[config.mk]
export PLATFORM = sky130hd
export DESIGN_NAME = psg_tone_noise_envelope_core
export DESIGN_NICKNAME = d
export VERILOG_FILES = /design/src/rtl/psg_pkg.sv /design/src/rtl/psg_env_step.sv /design/src/rtl/psg_tone_noise_envelope_core.sv
export SDC_FILE = /design/constraint.sdc
export NUM_CORES = 1
export LEC_CHECK = 0
export BUFFER_PORTS_ARGS = -buffer_cell sky130_fd_sc_hd__buf_4
export CAP_MARGIN = 20
export CORE_MARGIN = 10
export CORE_UTILIZATION = 55
export CTS_BUF_LIST = sky130_fd_sc_hd__clkbuf_2
export DETAILED_ROUTE_END_ITERATION = 10
export PLACE_DENSITY_LB_ADDON = 0.08
export SYNTH_ARGS = -nofsm -noshare
export SYNTH_HDL_FRONTEND = slang
export SYNTH_HIERARCHICAL = 1
export SYNTH_SLANG_ARGS = --single-unit
[constraint.sdc]
create_clock -name i_clk -period 5.1 [get_ports i_clk]
set_clock_uncertainty 0.1 [all_clocks]
set_input_delay 0.765 -clock i_clk [delete_from_list [all_inputs] [get_ports i_clk]]
set_output_delay 0.765 -clock i_clk [all_outputs]
set_load 0.05 [all_outputs]
[src/rtl/psg_pkg.sv]
// Shared types and constants for the three-voice sound generator core.
// Used by psg_env_step and psg_tone_noise_envelope_core; depends on nothing.
`default_nettype none

package psg_pkg;

    typedef enum logic {
        FUNC_WRITE = 1'b0,
        FUNC_TICK  = 1'b1
    } t_func;

    localparam logic [3:0] REG_NOISE_PERIOD = 4'd6;
    localparam logic [3:0] REG_MIXER        = 4'd7;
    localparam logic [3:0] REG_VOL_A        = 4'd8;
    localparam logic [3:0] REG_VOL_B        = 4'd9;
    localparam logic [3:0] REG_VOL_C        = 4'd10;
    localparam logic [3:0] REG_ENV_FINE     = 4'd11;
    localparam logic [3:0] REG_ENV_COARSE   = 4'd12;
    localparam logic [3:0] REG_ENV_SHAPE    = 4'd13;

    localparam int unsigned NUM_REGS  = 16;
    localparam int unsigned NUM_TONES = 3;

    localparam logic [16:0] LFSR_RESET = 17'h1FFFF;
    localparam logic [4:0]  ENV_TOP    = 5'h1F;
    localparam logic [4:0]  ENV_BOTTOM = 5'h00;

    typedef struct packed {
        logic cont;
        logic attack;
        logic alternate;
        logic hold;
    } t_env_flags;

    typedef struct packed {
        t_env_flags flags;
        logic [4:0] level;
    } t_env_state;

endpackage

`default_nettype wire

[src/rtl/psg_env_step.sv]
// One envelope step: moves the level along the ramp and applies the shape flags.
// Depends on psg_pkg for the envelope state type and level limits.
`default_nettype none

module psg_env_step (
    input  psg_pkg::t_env_state i_cur,
    output psg_pkg::t_env_state o_nxt
);

    logic       w_atk;
    logic [4:0] w_level;
    logic       w_at_end;

    assign w_atk = i_cur.flags.attack;

    always_comb begin
        if (w_atk) begin
            w_level = (i_cur.level != psg_pkg::ENV_TOP) ? i_cur.level + 5'd1 : i_cur.level;
        end else begin
            w_level = (i_cur.level != psg_pkg::ENV_BOTTOM) ? i_cur.level - 5'd1 : i_cur.level;
        end
        w_at_end = w_atk ? (w_level == psg_pkg::ENV_TOP) : (w_level == psg_pkg::ENV_BOTTOM);
    end

    always_comb begin
        o_nxt       = i_cur;
        o_nxt.level = w_level;
        if (w_at_end) begin
            if (!i_cur.flags.cont) begin
                o_nxt.level = w_atk ? psg_pkg::ENV_TOP : psg_pkg::ENV_BOTTOM;
            end else if (i_cur.flags.hold) begin
                o_nxt.level = w_level;
            end else if (i_cur.flags.alternate) begin
                o_nxt.flags.attack = !w_atk;
            end else begin
                o_nxt.level = w_atk ? psg_pkg::ENV_BOTTOM : psg_pkg::ENV_TOP;
            end
        end
    end

endmodule

`default_nettype wire

[src/rtl/psg_tone_noise_envelope_core.sv]
// Top level of the three-voice tone, noise and envelope sound generator core.
// Depends on psg_pkg and instantiates psg_env_step.
//
//   Channel | Direction | Handshake          | Payload
//   input   | in        | i_valid / o_ready  | i_func, i_reg_index, i_reg_value
//   result  | out       | o_valid / i_ready  | o_chan_*_bit, o_vol_*, o_env_out, o_noise_bit
//
// Every transfer on the input gives exactly one result in the next cycle.
// The state update and the result are one combinational pass into registers,
// so an item can be taken on every cycle unless i_ready stalls a full result register; that register sets the rate.
// The input is taken while the result register is empty or being emptied.
// Sync active-low reset sets all chip state, noise LFSR to ones; no clearing pass is needed.
`default_nettype none

module psg_tone_noise_envelope_core (
    input  wire         i_clk,
    input  wire         i_rst_n,
    input  wire         i_valid,
    output logic        o_ready,
    input  wire         i_func,
    input  wire  [3:0]  i_reg_index,
    input  wire  [7:0]  i_reg_value,
    output logic        o_valid,
    input  wire         i_ready,
    output logic        o_chan_a_bit,
    output logic        o_chan_b_bit,
    output logic        o_chan_c_bit,
    output logic [4:0]  o_vol_a,
    output logic [4:0]  o_vol_b,
    output logic [4:0]  o_vol_c,
    output logic [4:0]  o_env_out,
    output logic        o_noise_bit
);

    logic [7:0]  r_regs [psg_pkg::NUM_REGS];
    logic [7:0]  n_regs [psg_pkg::NUM_REGS];
    logic [11:0] r_tone_cnt [psg_pkg::NUM_TONES];
    logic [11:0] n_tone_cnt [psg_pkg::NUM_TONES];
    logic [2:0]  r_tone_bits, n_tone_bits;
    logic [4:0]  r_noise_cnt, n_noise_cnt;
    logic [16:0] r_noise_shift, n_noise_shift;
    logic        r_noise_level, n_noise_level;
    logic [15:0] r_env_cnt, n_env_cnt;
    psg_pkg::t_env_state r_env, n_env, w_env_adv;

    logic        r_valid, n_valid;
    logic [2:0]  r_chan_bits, n_chan_bits;
    logic [4:0]  r_vol [psg_pkg::NUM_TONES];
    logic [4:0]  n_vol [psg_pkg::NUM_TONES];
    logic [4:0]  r_env_out;
    logic        r_noise_out;

    logic        w_accept;
    logic [11:0] w_tone_per;
    logic [11:0] w_tone_load;
    logic [4:0]  w_noise_per;
    logic [4:0]  w_noise_load;
    logic [15:0] w_env_per;
    logic [15:0] w_env_load;
    logic        w_env_fire;
    logic [7:0]  w_vreg;

    assign o_ready  = !r_valid || i_ready;
    assign w_accept = i_valid && o_ready;

    psg_env_step u_env_step (
        .i_cur (r_env),
        .o_nxt (w_env_adv)
    );

    always_comb begin
        n_regs        = r_regs;
        n_tone_cnt    = r_tone_cnt;
        n_tone_bits   = r_tone_bits;
        n_noise_cnt   = r_noise_cnt;
        n_noise_shift = r_noise_shift;
        n_noise_level = r_noise_level;
        n_env_cnt     = r_env_cnt;
        n_env         = r_env;
        w_tone_per    = '0;
        w_tone_load   = '0;
        w_noise_per   = '0;
        w_noise_load  = '0;
        w_env_per     = '0;
        w_env_load    = '0;
        w_env_fire    = 1'b0;

        if (psg_pkg::t_func'(i_func) == psg_pkg::FUNC_TICK) begin
            for (int i = 0; i < psg_pkg::NUM_TONES; i++) begin
                w_tone_per  = {r_regs[4'(2 * i + 1)][3:0], r_regs[4'(2 * i)]};
                w_tone_per  = (w_tone_per == 12'd0) ? 12'd1 : w_tone_per;
                w_tone_load = (r_tone_cnt[i] == 12'd0) ? w_tone_per : r_tone_cnt[i];
                n_tone_cnt[i] = w_tone_load - 12'd1;
                if (n_tone_cnt[i] == 12'd0) begin
                    n_tone_bits[i] = !r_tone_bits[i];
                end
            end

            w_noise_per  = r_regs[psg_pkg::REG_NOISE_PERIOD][4:0];
            w_noise_per  = (w_noise_per == 5'd0) ? 5'd1 : w_noise_per;
            w_noise_load = (r_noise_cnt == 5'd0) ? w_noise_per : r_noise_cnt;
            n_noise_cnt  = w_noise_load - 5'd1;
            if (n_noise_cnt == 5'd0) begin
                n_noise_shift = {r_noise_shift[0] ^ r_noise_shift[3], r_noise_shift[16:1]};
                n_noise_level = r_noise_shift[1];
            end

            w_env_per  = {r_regs[psg_pkg::REG_ENV_COARSE], r_regs[psg_pkg::REG_ENV_FINE]};
            w_env_per  = (w_env_per == 16'd0) ? 16'd1 : w_env_per;
            w_env_load = (r_env_cnt == 16'd0) ? w_env_per : r_env_cnt;
            n_env_cnt  = w_env_load - 16'd1;
            w_env_fire = (n_env_cnt == 16'd0);
            if (w_env_fire) begin
                n_env = w_env_adv;
            end
        end else begin
            n_regs[i_reg_index] = i_reg_value;
            if (i_reg_index == psg_pkg::REG_ENV_SHAPE) begin
                n_env.flags = psg_pkg::t_env_flags'(i_reg_value[3:0]);
                n_env.level = i_reg_value[2] ? psg_pkg::ENV_BOTTOM : psg_pkg::ENV_TOP;
            end
        end
    end

    always_comb begin
        w_vreg = '0;
        for (int i = 0; i < psg_pkg::NUM_TONES; i++) begin
            n_chan_bits[i] = 1'b1;
            if (!n_regs[psg_pkg::REG_MIXER][i]) begin
                n_chan_bits[i] = n_chan_bits[i] & n_tone_bits[i];
            end
            if (!n_regs[psg_pkg::REG_MIXER][i + 3]) begin
                n_chan_bits[i] = n_chan_bits[i] & !n_noise_level;
            end
            w_vreg   = n_regs[psg_pkg::REG_VOL_A + 4'(i)];
            n_vol[i] = w_vreg[4] ? n_env.level : {w_vreg[3:0], 1'b1};
        end
        n_valid = w_accept ? 1'b1 : (r_valid && !i_ready);
    end

    always_ff @(posedge i_clk) begin
        if (!i_rst_n) begin
            for (int i = 0; i < psg_pkg::NUM_REGS; i++) begin
                r_regs[i] <= '0;
            end
            for (int i = 0; i < psg_pkg::NUM_TONES; i++) begin
                r_tone_cnt[i] <= '0;
            end
            r_tone_bits   <= '0;
            r_noise_cnt   <= '0;
            r_noise_shift <= psg_pkg::LFSR_RESET;
            r_noise_level <= 1'b1;
            r_env_cnt     <= '0;
            r_env         <= '0;
            r_valid       <= 1'b0;
        end else begin
            r_valid <= n_valid;
            if (w_accept) begin
                r_regs        <= n_regs;
                r_tone_cnt    <= n_tone_cnt;
                r_tone_bits   <= n_tone_bits;
                r_noise_cnt   <= n_noise_cnt;
                r_noise_shift <= n_noise_shift;
                r_noise_level <= n_noise_level;
                r_env_cnt     <= n_env_cnt;
                r_env         <= n_env;
            end
        end
    end

    always_ff @(posedge i_clk) begin
        if (w_accept) begin
            r_chan_bits <= n_chan_bits;
            r_vol       <= n_vol;
            r_env_out   <= n_env.level;
            r_noise_out <= n_noise_level;
        end
    end

    assign o_valid      = r_valid;
    assign o_chan_a_bit = r_chan_bits[0];
    assign o_chan_b_bit = r_chan_bits[1];
    assign o_chan_c_bit = r_chan_bits[2];
    assign o_vol_a      = r_vol[0];
    assign o_vol_b      = r_vol[1];
    assign o_vol_c      = r_vol[2];
    assign o_env_out    = r_env_out;
    assign o_noise_bit  = r_noise_out;

    // The noise register can never lock up at all zeros.
    a_lfsr_nonzero: assert property (@(posedge i_clk) disable iff (!i_rst_n)
        r_noise_shift != 17'd0)
        else $error("noise shift register reached zero");

    // The noise level always mirrors the low bit of the shift register.
    a_noise_level: assert property (@(posedge i_clk) disable iff (!i_rst_n)
        r_noise_level == r_noise_shift[0])
        else $error("noise level out of step with shift register");

    // A shape write restarts the envelope at the end set by the attack bit.
    a_shape_restart: assert property (@(posedge i_clk) disable iff (!i_rst_n)
        (w_accept && !i_func && i_reg_index == psg_pkg::REG_ENV_SHAPE)
        |=> (r_env.level == ($past(i_reg_value[2]) ? psg_pkg::ENV_BOTTOM : psg_pkg::ENV_TOP)))
        else $error("envelope did not restart after shape write");

    // Every transfer in is followed by a result on the next cycle.
    a_result_follows: assert property (@(posedge i_clk) disable iff (!i_rst_n)
        w_accept |=> o_valid)
        else $error("no result after input transfer");

    // The reported envelope level matches the state it came from.
    a_env_out: assert property (@(posedge i_clk) disable iff (!i_rst_n)
        $past(w_accept) && $past(i_rst_n) |-> (o_env_out == r_env.level))
        else $error("reported envelope level differs from state");

endmodule

`default_nettype wire
==> results of run 1 <==
==> cells by family (layout without fill, tap and decap cells) <==
group | Yosys count | after routing
adders and majority gates | 9 | 9
AOI/OAI and AO/OA | 300 | 300
other | 0 | 1
and+or+nand+nor | 520 | 520
DFF | 190 | 190
muxes | 110 | 110
buffers and inverters | 98 | 111
xor gates and xnor gates | 28 | 28
==> flip-flops by register name (all words and copies together), names as in the netlist, 5 cells and up <==
register / cells
r_noise_shift: 17
r_env: 9
o_vol_b: 5
r_env_cnt: 16
r_regs: 78
o_env_out: 5
o_vol_a: 5
r_noise_cnt: 5
o_vol_c: 5
r_tone_cnt: 36
==> stage by stage <==
stage               worst slack, ns  total power [W]
detailed placement           0.3469         0.003988
global route                0.08878         0.005098
CTS                          0.2881         0.004745
global placement             0.4913         0.003988
floorplan                    0.8000         0.003500
finish                       0.3896         0.004759
==> final timing paths <==
path | cells past startpoint | to | from
setup reg to reg | 16 | o_vol_b[1] | r_regs[24]
hold reg to reg | 2 | r_regs[42] | r_regs[42]
hold / removal | 3 | o_valid | i_valid
setup / recovery | 16 | o_vol_b[1] | r_regs[24]
==> area by class of cell <==
type	count	area (µm²)	share of cell area
repair buffers	60	450.4	0.03938
flip-flops and latches	190	4044	0.3535
clock buffers	18	90.09	0.007876
diodes	1	2.502	0.0002188
clock inverters	14	147.6	0.01291
inverters	19	71.32	0.006235
multi-input cells	967	6301	0.5509
well taps	265	331.6	0.02899
==> report_power, final <==
group	internal [W]	total, W	switching (W)	leakage [nW]
logic	0.000844	0.00224	0.00139	2.96
clock network	0.000165	0.000755	0.000590	0.147
registers	0.00163	0.00177	0.000138	1.58
==> Yosys cell counts (all sizes together), types with 10 or more instances <==
cell	n
nor2	82
a21oi	52
buf	17
or3	14
mux2i	96
o211a	10
o21ai	88
a21boi	38
nand2	142
xnor2	11
nand4	13
xor2	17
nor4	23
dfxtp	166
o211ai	10
nand3	39
or2	12
nor2b	67
a22oi	11
edfxtp	24
mux2	14
inv	19
and2	33
clkbuf	62
nor3	47
==> placed cells by master, fill, tap and decap left out, drive strengths merged, types with 33 or more instances in the layout <==
cell type,Yosys,routed
a21boi,38,38
a21oi,52,52
and2,33,33
buf,17,60
dfxtp,166,166
mux2i,96,96
nand2,142,142
nand3,39,39
nor2,82,82
nor2b,67,67
nor3,47,47
o21ai,88,88
==> tightest hold or removal path: cells and delay by family <==
| kind | cells | cell delay, ns |
|---|---|---|
| buffers and inverters | 2 | 0.16 |
| AO/OA/AOI/OAI | 1 | 0.06 |
==> routing by layer <==
metal / global-route usage / vias up
met5: 0 / -
met3: 0.02751 / 40
met4: 0.06386 / 0
met1: 0.2779 / 4331
met2: 0.3317 / 227
li1: - / 4553
==> what timing repair did <==
action / in CTS / in global routing
gates resized for setup: 0 / 1
endpoints found under the setup margin: 0 / 25
endpoints found under the hold margin: 0 / 0
buffers inserted: 0 / 3
==> impl_metrics.ini, run 1 <==
[place]
placed_cells_incl_taps = 1498
place_hpwl_um = 18610
port_buffers = 42
postPlaceCellArea_mm2 = 0.01117
gp_congestion = 0.9536

[yosys]
avgSynthCellArea_um2 = 8.568
ys_ff_latch = 190
yosysTopAreaCell = dfxtp_1
yosys.area_share.simple = 0.2546
muxShareOfSynthArea = 0.1044
synth_cell_types = 89
synth_warnings = 6
synthFlopType = dfxtp_1
yosys.area_share.xor_xnor = 0.02281
synthTopCellsByArea = dfxtp_1, mux2i_1, edfxtp_1
synth_fp_nets = 1281
yosys.area_share.adder = 0.01047
synth_edf_count = 24
ys_seq_area_frac = 0.3761
synth-compound-area-share = 0.1925
syn_area_mm2 = 0.01075
synthArstFlopShare = 0
synth_top_area_share = 0.3091
synthesis.instances = 1255
synth_top_family_by_area = simple AND/OR/NAND/NOR gates

[critical_path]
crit_type = reg2reg
cpMaxStageDelayCell = or4_1
crit_path_start_kind = flip-flop
end_kind = flip-flop
crit_buf_inv = 0
arrival_ns = 5.15
cp_top_family = simple AND/OR/NAND/NOR gates
crit_required_ns = 5.54
r2r_setup_slack_ns = 0.39
path_cells = or4_1, nor4b_4, nand3b_1, nand2b_1, a21oi_1, ha_1, nand2b_1, nor2_1, o21ai_1, nor2_1, xor2_1, and3_1, nand4_1, or4_4, o211ai_1, o21ai_1
cp_max_fo = 10
slowest_delay_ns = 0.71

[cts]
clkSinkCount = 190
cts_tree = yes
clk_pin_slew_worst_paths_ns = 0.32
cts_buffers = 17
clock_latency_ns = 0.79
cts_root_buffer = clkbuf_2
cts-htree-levels = 4
clockBufferDepth = 2
cts_hold_buf = 0

[power]
p_leak_nw = 4.691
ir_worst_vdd_mv = 0.3159
p_per_area_mw_per_mm2 = 416.0

[detailed_routing]
ant_nets = 0
dr_wl_met3_um = 1154
met2_wirelength_um = 12580
first_pass_iters = 5
wire_per_inst_um = 17.61
vias = 9151
totalWireLength_um = 27010
wl_met1_um = 12740
drc = 0
top_layer_used = met4
vias_per_cell = 5.965
drt-initial-drc-count = 641

[grt]
grt_pass1_vias = 8338
grt_pass1_wl_um = 44020
grt-ovfl-total = 0
antenna_found_initial = 1
grt_usage = 0.2050
grt_max_degree = 98

[floorplan]
die-area_mm2 = 0.02554
die_x_um = 159.8
dieHeight_um = 159.8
fp.coreArea_mm2 = 0.01933
io_pins = 43
initial_core_util = 0.5561
placementRows = 51

[timing]
worst_pin_slew_ns = 0.9176
fin_crit_sh = 0.9236
maxSlewHeadroom = 0.3796
rsz0062_at_grt = false
min_period_ns = 4.710
fin_tns_setup_ns = 0
setup_viol = 0
drv_slew = 0
max_freq_ghz = 0.2123
hold_slack_ns = 0.1294
hold_viol = 0

[status]
outcome = finished, final reports clean

[finish]
finish.utilization = 0.5916
area.growth.synth_to_final_pct = 6.377
fin_area_mm2 = 0.01144
layoutNonFillerInstCount = 1534
fillerInstances = 1792
layout.nets = 1281
drive_gt1_frac = 0.1112

[min_path]
hp-class = in2reg

[job]
maxCapViolations = 0
Power figures use the tool's default switching activity.
==> run 2, diff against run 1 <==
--- a/config.mk
+++ b/config.mk
@@ -12,6 +12,7 @@
 export CTS_BUF_LIST = sky130_fd_sc_hd__clkbuf_2
 export DETAILED_ROUTE_END_ITERATION = 10
 export PLACE_DENSITY_LB_ADDON = 0.08
+export RECOVER_POWER = 100
 export SYNTH_ARGS = -nofsm -noshare
 export SYNTH_HDL_FRONTEND = slang
 export SYNTH_HIERARCHICAL = 1
==> run 2 against run 1 <==
  * The run now ends with capacitance limit, slew limit left
  * Highest routed layer unchanged
  * Global-route usage unchanged
  * Setup slack lost 0.044 ns
  * Register-to-register slack lost 0.04 ns
  * Non-clock buffer count did not move
  * Sequential share of layout area grew 0.38 points
  * Die area is the same
  * Hold slack better by 0.0010 ns
  * Critical endpoint is now o_vol_b[2]
==> impl_metrics.ini, run 2 (synthesis results as in run 1) <==
[status]
outcome = finished with violations
failed_checks = capacitance limit, slew limit

[cts]
cts_root_buffer = clkbuf_2
clock_latency_ns = 0.79
cts_buffers = 17
clk_pin_slew_worst_paths_ns = 0.32
cts_tree = yes
cts_hold_buf = 0
cts-htree-levels = 4
clkSinkCount = 190
clockBufferDepth = 2

[timing]
hold_slack_ns = 0.1304
worst_pin_slew_ns = 3.743
min_period_ns = 4.755
setup_viol = 0
hold_viol = 0
drv_slew = 143
fin_tns_setup_ns = 0
rsz0062_at_grt = false
maxSlewHeadroom = -1.496
max_freq_ghz = 0.2103
fin_crit_sh = 0.9323

[critical_path]
cp_max_fo = 7
end_kind = flip-flop
crit_required_ns = 5.64
crit_type = reg2reg
crit_path_start_kind = flip-flop
arrival_ns = 5.29

[floorplan]
die-area_mm2 = 0.02554
placementRows = 51
fp.coreArea_mm2 = 0.01933
io_pins = 43
initial_core_util = 0.5561
dieHeight_um = 159.8
die_x_um = 159.8

[finish]
layout_common_cells = dfxtp_1, nand2_1, mux2i_1
layout_commonest_cell = dfxtp_1
layout.nets = 1281
regArea_mm2 = 0.004044
top_regs = r_regs x78, r_tone_cnt x36, r_noise_shift x17
area.growth.synth_to_final_pct = 5.260
drive_gt1_frac = 0.08438
multiInputGateArea_mm2 = 0.006297
largest-register = r_regs
largest_reg_flops = 78
fillerInstances = 1809

[job]
maxCapViolations = 2

[grt]
use_met1 = 0.2779
grt_pass1_wl_um = 44020
grt_pass1_vias = 8338
grt_usage = 0.2050
grt-ovfl-total = 0
grt_util_met2 = 0.3317
grt-busiest-layer = met2
met3_usage = 0.02751
antenna_found_initial = 1
grt_max_degree = 98

[power]
total_power_w = 0.004742
p_leak_nw = 4.569
p_per_area_mw_per_mm2 = 419.0
ir_worst_vdd_mv = 0.3153

[detailed_routing]
ant_nets = 0
totalWireLength_um = 26990
vias_per_cell = 5.982
first_pass_iters = 5
drc = 0
drt-initial-drc-count = 720
vias = 9176
wire_per_inst_um = 17.59

[place]
port_buffers = 42
gp_congestion = 0.9536
place_hpwl_um = 18610

[min_path]
hp-class = in2reg
-- run 2: cell types whose count changed in the layout (fill, tap and decap cells not counted), moves of 2 or more --
cell      before  now
and2_0         0    6
and2_1        32   26
buf_4         60   29
o21ai_0       59   69
o21ai_1       28   18
clkbuf_1       0   31
a21boi_1       3    1
a21boi_0      35   37
-- run 2: area by class of cell --
type / count / area share
clock buffers: 18 / 0.007959
diodes: 1 / 0.0002211
repair buffers: 60 / 0.02952
well taps: 265 / 0.02929
clock inverters: 14 / 0.01304
flip-flops and latches: 190 / 0.3573
inverters: 19 / 0.006301
multi-input cells: 967 / 0.5564
-- run 2: final timing paths --
path / slack (ns) / depth (start not counted) / endpoint / from
worst max-delay path: 0.35 / 17 / o_vol_b[2] / r_regs[24]
worst min-delay path: 0.13 / 3 / o_valid / i_valid
worst max register to register: 0.35 / 17 / o_vol_b[2] / r_regs[24]
worst min register to register: 0.39 / 2 / r_noise_level / r_noise_level
-- run 2: what timing repair did --
action	in CTS	in global routing
endpoints found under the setup margin	0	25
buffers inserted	0	3
gates resized for setup	0	1
-- run 2: where the power goes --
part	switching, W	internal (W)
logic	0.00139	0.000827
clock network	0.000592	0.000165
registers	0.000138	0.00163
-- run 2: per-layer routing --
metal	up-vias	routed length, µm
met3	36	1125
met1	4345	12760
met5	-	0
met2	237	12560
li1	4558	-
met4	0	542
-- run 2: through the flow --
step	instances	area, µm²	utilization	worst slack (ns)
after floorplan	1255	10750	-	0.8000
after global placement	1498	11170	0.5778	0.4913
after detailed placement	1498	11170	0.5778	0.3469
after CTS	1530	11410	0.5901	0.2881
after global routing	1534	11320	0.5854	0.04479
final	1534	11320	0.5854	0.3451
-- run 2: worst max-delay path: stages (launching register included) --
cell and delay [ns]:
dfxtp_1 0.43, or4_1 0.71, nor4b_4 0.37, nand3b_1 0.23
nand2b_1 0.14, a21oi_1 0.11, ha_1 0.30, nand2b_1 0.17
nor2_1 0.07, o21ai_0 0.15, nor2_1 0.15, xor2_1 0.26
nand3_1 0.10, or4_1 0.68, o21ai_0 0.24, o211ai_1 0.12
buf_4 0.17, o21ai_1 0.12
==> run 3, diff against run 2 <==
--- a/config.mk
+++ b/config.mk
@@ -15,5 +15,4 @@
 export RECOVER_POWER = 100
 export SYNTH_ARGS = -nofsm -noshare
 export SYNTH_HDL_FRONTEND = slang
-export SYNTH_HIERARCHICAL = 1
 export SYNTH_SLANG_ARGS = --single-unit
==> run 3 against run 2 <==
  * The flow still finishes with violations (capacitance limit, slew limit)
  * Critical endpoint is now o_vol_b[4]
  * Cell area is essentially flat
  * Largest power group unchanged
  * Clock-buffer cell count shrank 1
  * Critical path type unchanged
  * Cell count grew 0.33%
  * Synthesized area shrank 0.95%
  * Global-route usage is essentially flat
  * Setup slack gained 0.062 ns
  * Via count grew 0.13%
  * Utilization grew 1.3 points
  * Combinational power shrank 19%
==> impl_metrics.ini, run 3 <==
[yosys]
synth_top_area_share = 0.3120
yosys-top-cells-count = dfxtp_1, nand2_1, mux2i_1
syn_area_mm2 = 0.01065
synthesis.instances = 1255
synth_warnings = 0
synthTopCellsByArea = dfxtp_1, mux2i_1, edfxtp_1
synth_fp_nets = 1283
ys_seq_area_frac = 0.3797
ys_ff_latch = 190
synthArstFlopShare = 0
yosysMostFrequentCell = dfxtp_1
avgSynthCellArea_um2 = 8.486
synthFlopType = dfxtp_1
yosysTopAreaCell = dfxtp_1
synth_cell_types = 81
synth_edf_count = 24

[critical_path]
cpMaxStageDelayCell = or4_1
crit_type = reg2reg
crit_required_ns = 5.62
startpoint = r_regs[39]
slowest_delay_ns = 0.69
arrival_ns = 5.21
end_kind = flip-flop
path_cells = nor3_1, a41o_1, and3_1, nor2_1, ha_1, or4b_1, nor4_1, o21a_2, nand4_1, xnor2_1, nand4_1, or4_1, a211o_1, o21ai_0
crit_path_start_kind = flip-flop
r2r_setup_slack_ns = 0.41
endpoint = o_vol_b[4]
cp_max_fo = 7
rr_worst_depth = 14
crit_top_cell = nand4_1
cp_num_cells = 14
crit_buf_inv = 0
cp_top_family = simple AND/OR/NAND/NOR gates
reg2reg_from = r_regs[39]
r2r_end = o_vol_b[4]

[floorplan]
initial_core_util = 0.5637
die_x_um = 159.2
fp.coreArea_mm2 = 0.01889
io_pins = 43
die-area_mm2 = 0.02533
placementRows = 50
dieHeight_um = 159.2

[grt]
grt_pass1_wl_um = 44170
grt_max_degree = 79
grt_usage = 0.2049
grt-ovfl-total = 0
grt_pass1_vias = 8522
antenna_found_initial = 1

[finish]
area.growth.synth_to_final_pct = 6.227
layout_commonest_cell = dfxtp_1
drive_gt1_frac = 0.07903
top_regs = r_regs x78, r_tone_cnt x36, r_noise_shift x17
layout_common_cells = dfxtp_1, nand2_1, mux2i_1
largest_reg_flops = 78
largest-register = r_regs
layout.nets = 1293

[min_path]
hp-class = in2reg
min-delay-start = i_valid

[timing]
max_freq_ghz = 0.2131
rsz0062_at_grt = false
hold_viol = 0
worst_pin_slew_ns = 2.939
maxSlewHeadroom = -0.9596
fin_tns_setup_ns = 0
min_period_ns = 4.693
setup_slack_ns = 0.4073
fin_crit_sh = 0.9201
setup_viol = 0
drv_slew = 216

[status]
outcome = finished with violations
failed_checks = capacitance limit, slew limit

[detailed_routing]
vias = 9188
wire_per_inst_um = 17.44
first_pass_iters = 8
vias_per_cell = 5.970
totalWireLength_um = 26840
drt-initial-drc-count = 719
ant_nets = 0
drc = 0

[cts]
cts_hold_buf = 0
cts_tree = yes
cts-htree-levels = 4
postCtsSetupBuffers = 0
clkSinkCount = 190
cts_buffers = 17
ctsResizeCount = 0
clock_latency_ns = 0.76
clk_pin_slew_worst_paths_ns = 0.30
cts_root_buffer = clkbuf_2
clockBufferDepth = 2

[place]
place_ws_ns = 0.4973
place_hpwl_um = 18530
port_buffers = 42
gp_congestion = 0.9503

[power]
p_leak_nw = 4.586
ir_worst_vdd_mv = 0.1945
total_power_w = 0.004343
p_per_area_mw_per_mm2 = 383.9

[job]
maxCapViolations = 4
==> run 3: cell count changes in the layout (fill, tap and decap cells not counted), sizes merged, moves of 8 or more <==
cell    change
nand2      +19
nor2        -8
nand3      +11
o31ai       +8
nor3       -10
o21ai      -16
a31oi       +8
and2       -13
mux2i       -8
a21boi     +10
==> run 3: routing by layer <==
layer	GRT usage	share of wire	routed length, µm
met5	0	0	0
met4	0.05392	0.012	323
met3	0.03176	0.044	1181
met2	0.3366	0.47	12640
met1	0.2742	0.47	12690
==> run 3: worst min path at each step <==
| stage | to | cells after the start |
|---|---|---|
| final | o_valid | 3 |
| after detailed placement | r_noise_shift[7] | 2 |
| after global placement | r_noise_shift[9] | 2 |
| after CTS | o_valid | 3 |
| after floorplan | r_noise_level | 2 |
| after global routing | o_valid | 3 |
==> run 3: cell families (layout without fill, tap and decap cells) <==
family / Yosys count / count (layout) / share of synthesized area
AO/OA/AOI/OAI: 294 / 294 / 0.1866
XOR/XNOR: 28 / 28 / 0.02303
adder cells (fa/ha/maj): 11 / 11 / 0.01292
buffers and inverters: 92 / 115 / 0.03407
flip-flops: 190 / 190 / 0.3797
multiplexers: 108 / 108 / 0.1039
other: 0 / 1 / 0
AND/OR/NAND/NOR: 532 / 532 / 0.2599
==> run 3: worst register-to-register path: stages, from the launching register on <==
cell and delay (ns):
dfxtp_1 0.50, nor3_1 0.11, a41o_1 0.30, and3_1 0.24, nor2_1 0.18, ha_1 0.23
or4b_1 0.51, nor4_1 0.22, o21a_2 0.28, nand4_1 0.14, xnor2_1 0.22, nand4_1 0.31
or4_1 0.69, a211o_1 0.36, o21ai_0 0.18
==> run 3: per-stage QoR <==
stage	instance area (µm²)	utilization	hold WS, ns	instances
after global routing	11310	0.5988	0.07107	1539
final	11310	0.5988	0.1389	1539
after global placement	11170	0.5913	0.3484	1506
after detailed placement	11170	0.5913	0.3589	1506
after CTS	11450	0.6059	0.07921	1538
after floorplan	10650	-	0.3368	1255
==> run 3: where the power goes <==
part | total (W) | internal (W) | switching [W]
registers | 0.00170 | 0.00160 | 0.0000977
logic | 0.00180 | 0.000667 | 0.00113
clock network | 0.000845 | 0.000256 | 0.000589
total | 0.00434 | 0.00253 | 0.00182
==> run 3: final cells by class <==
cell class / instances / area [µm²]
Antenna cell: 1 / 2.502
Clock buffer: 17 / 85.08
Clock inverter: 15 / 190.2
Fill cell: 1803 / 7580
Inverter: 23 / 86.33
Multi-Input combinational cell: 973 / 6257
Sequential cell: 190 / 4044
Tap cell: 260 / 325.3
Timing Repair Buffer: 60 / 322.8
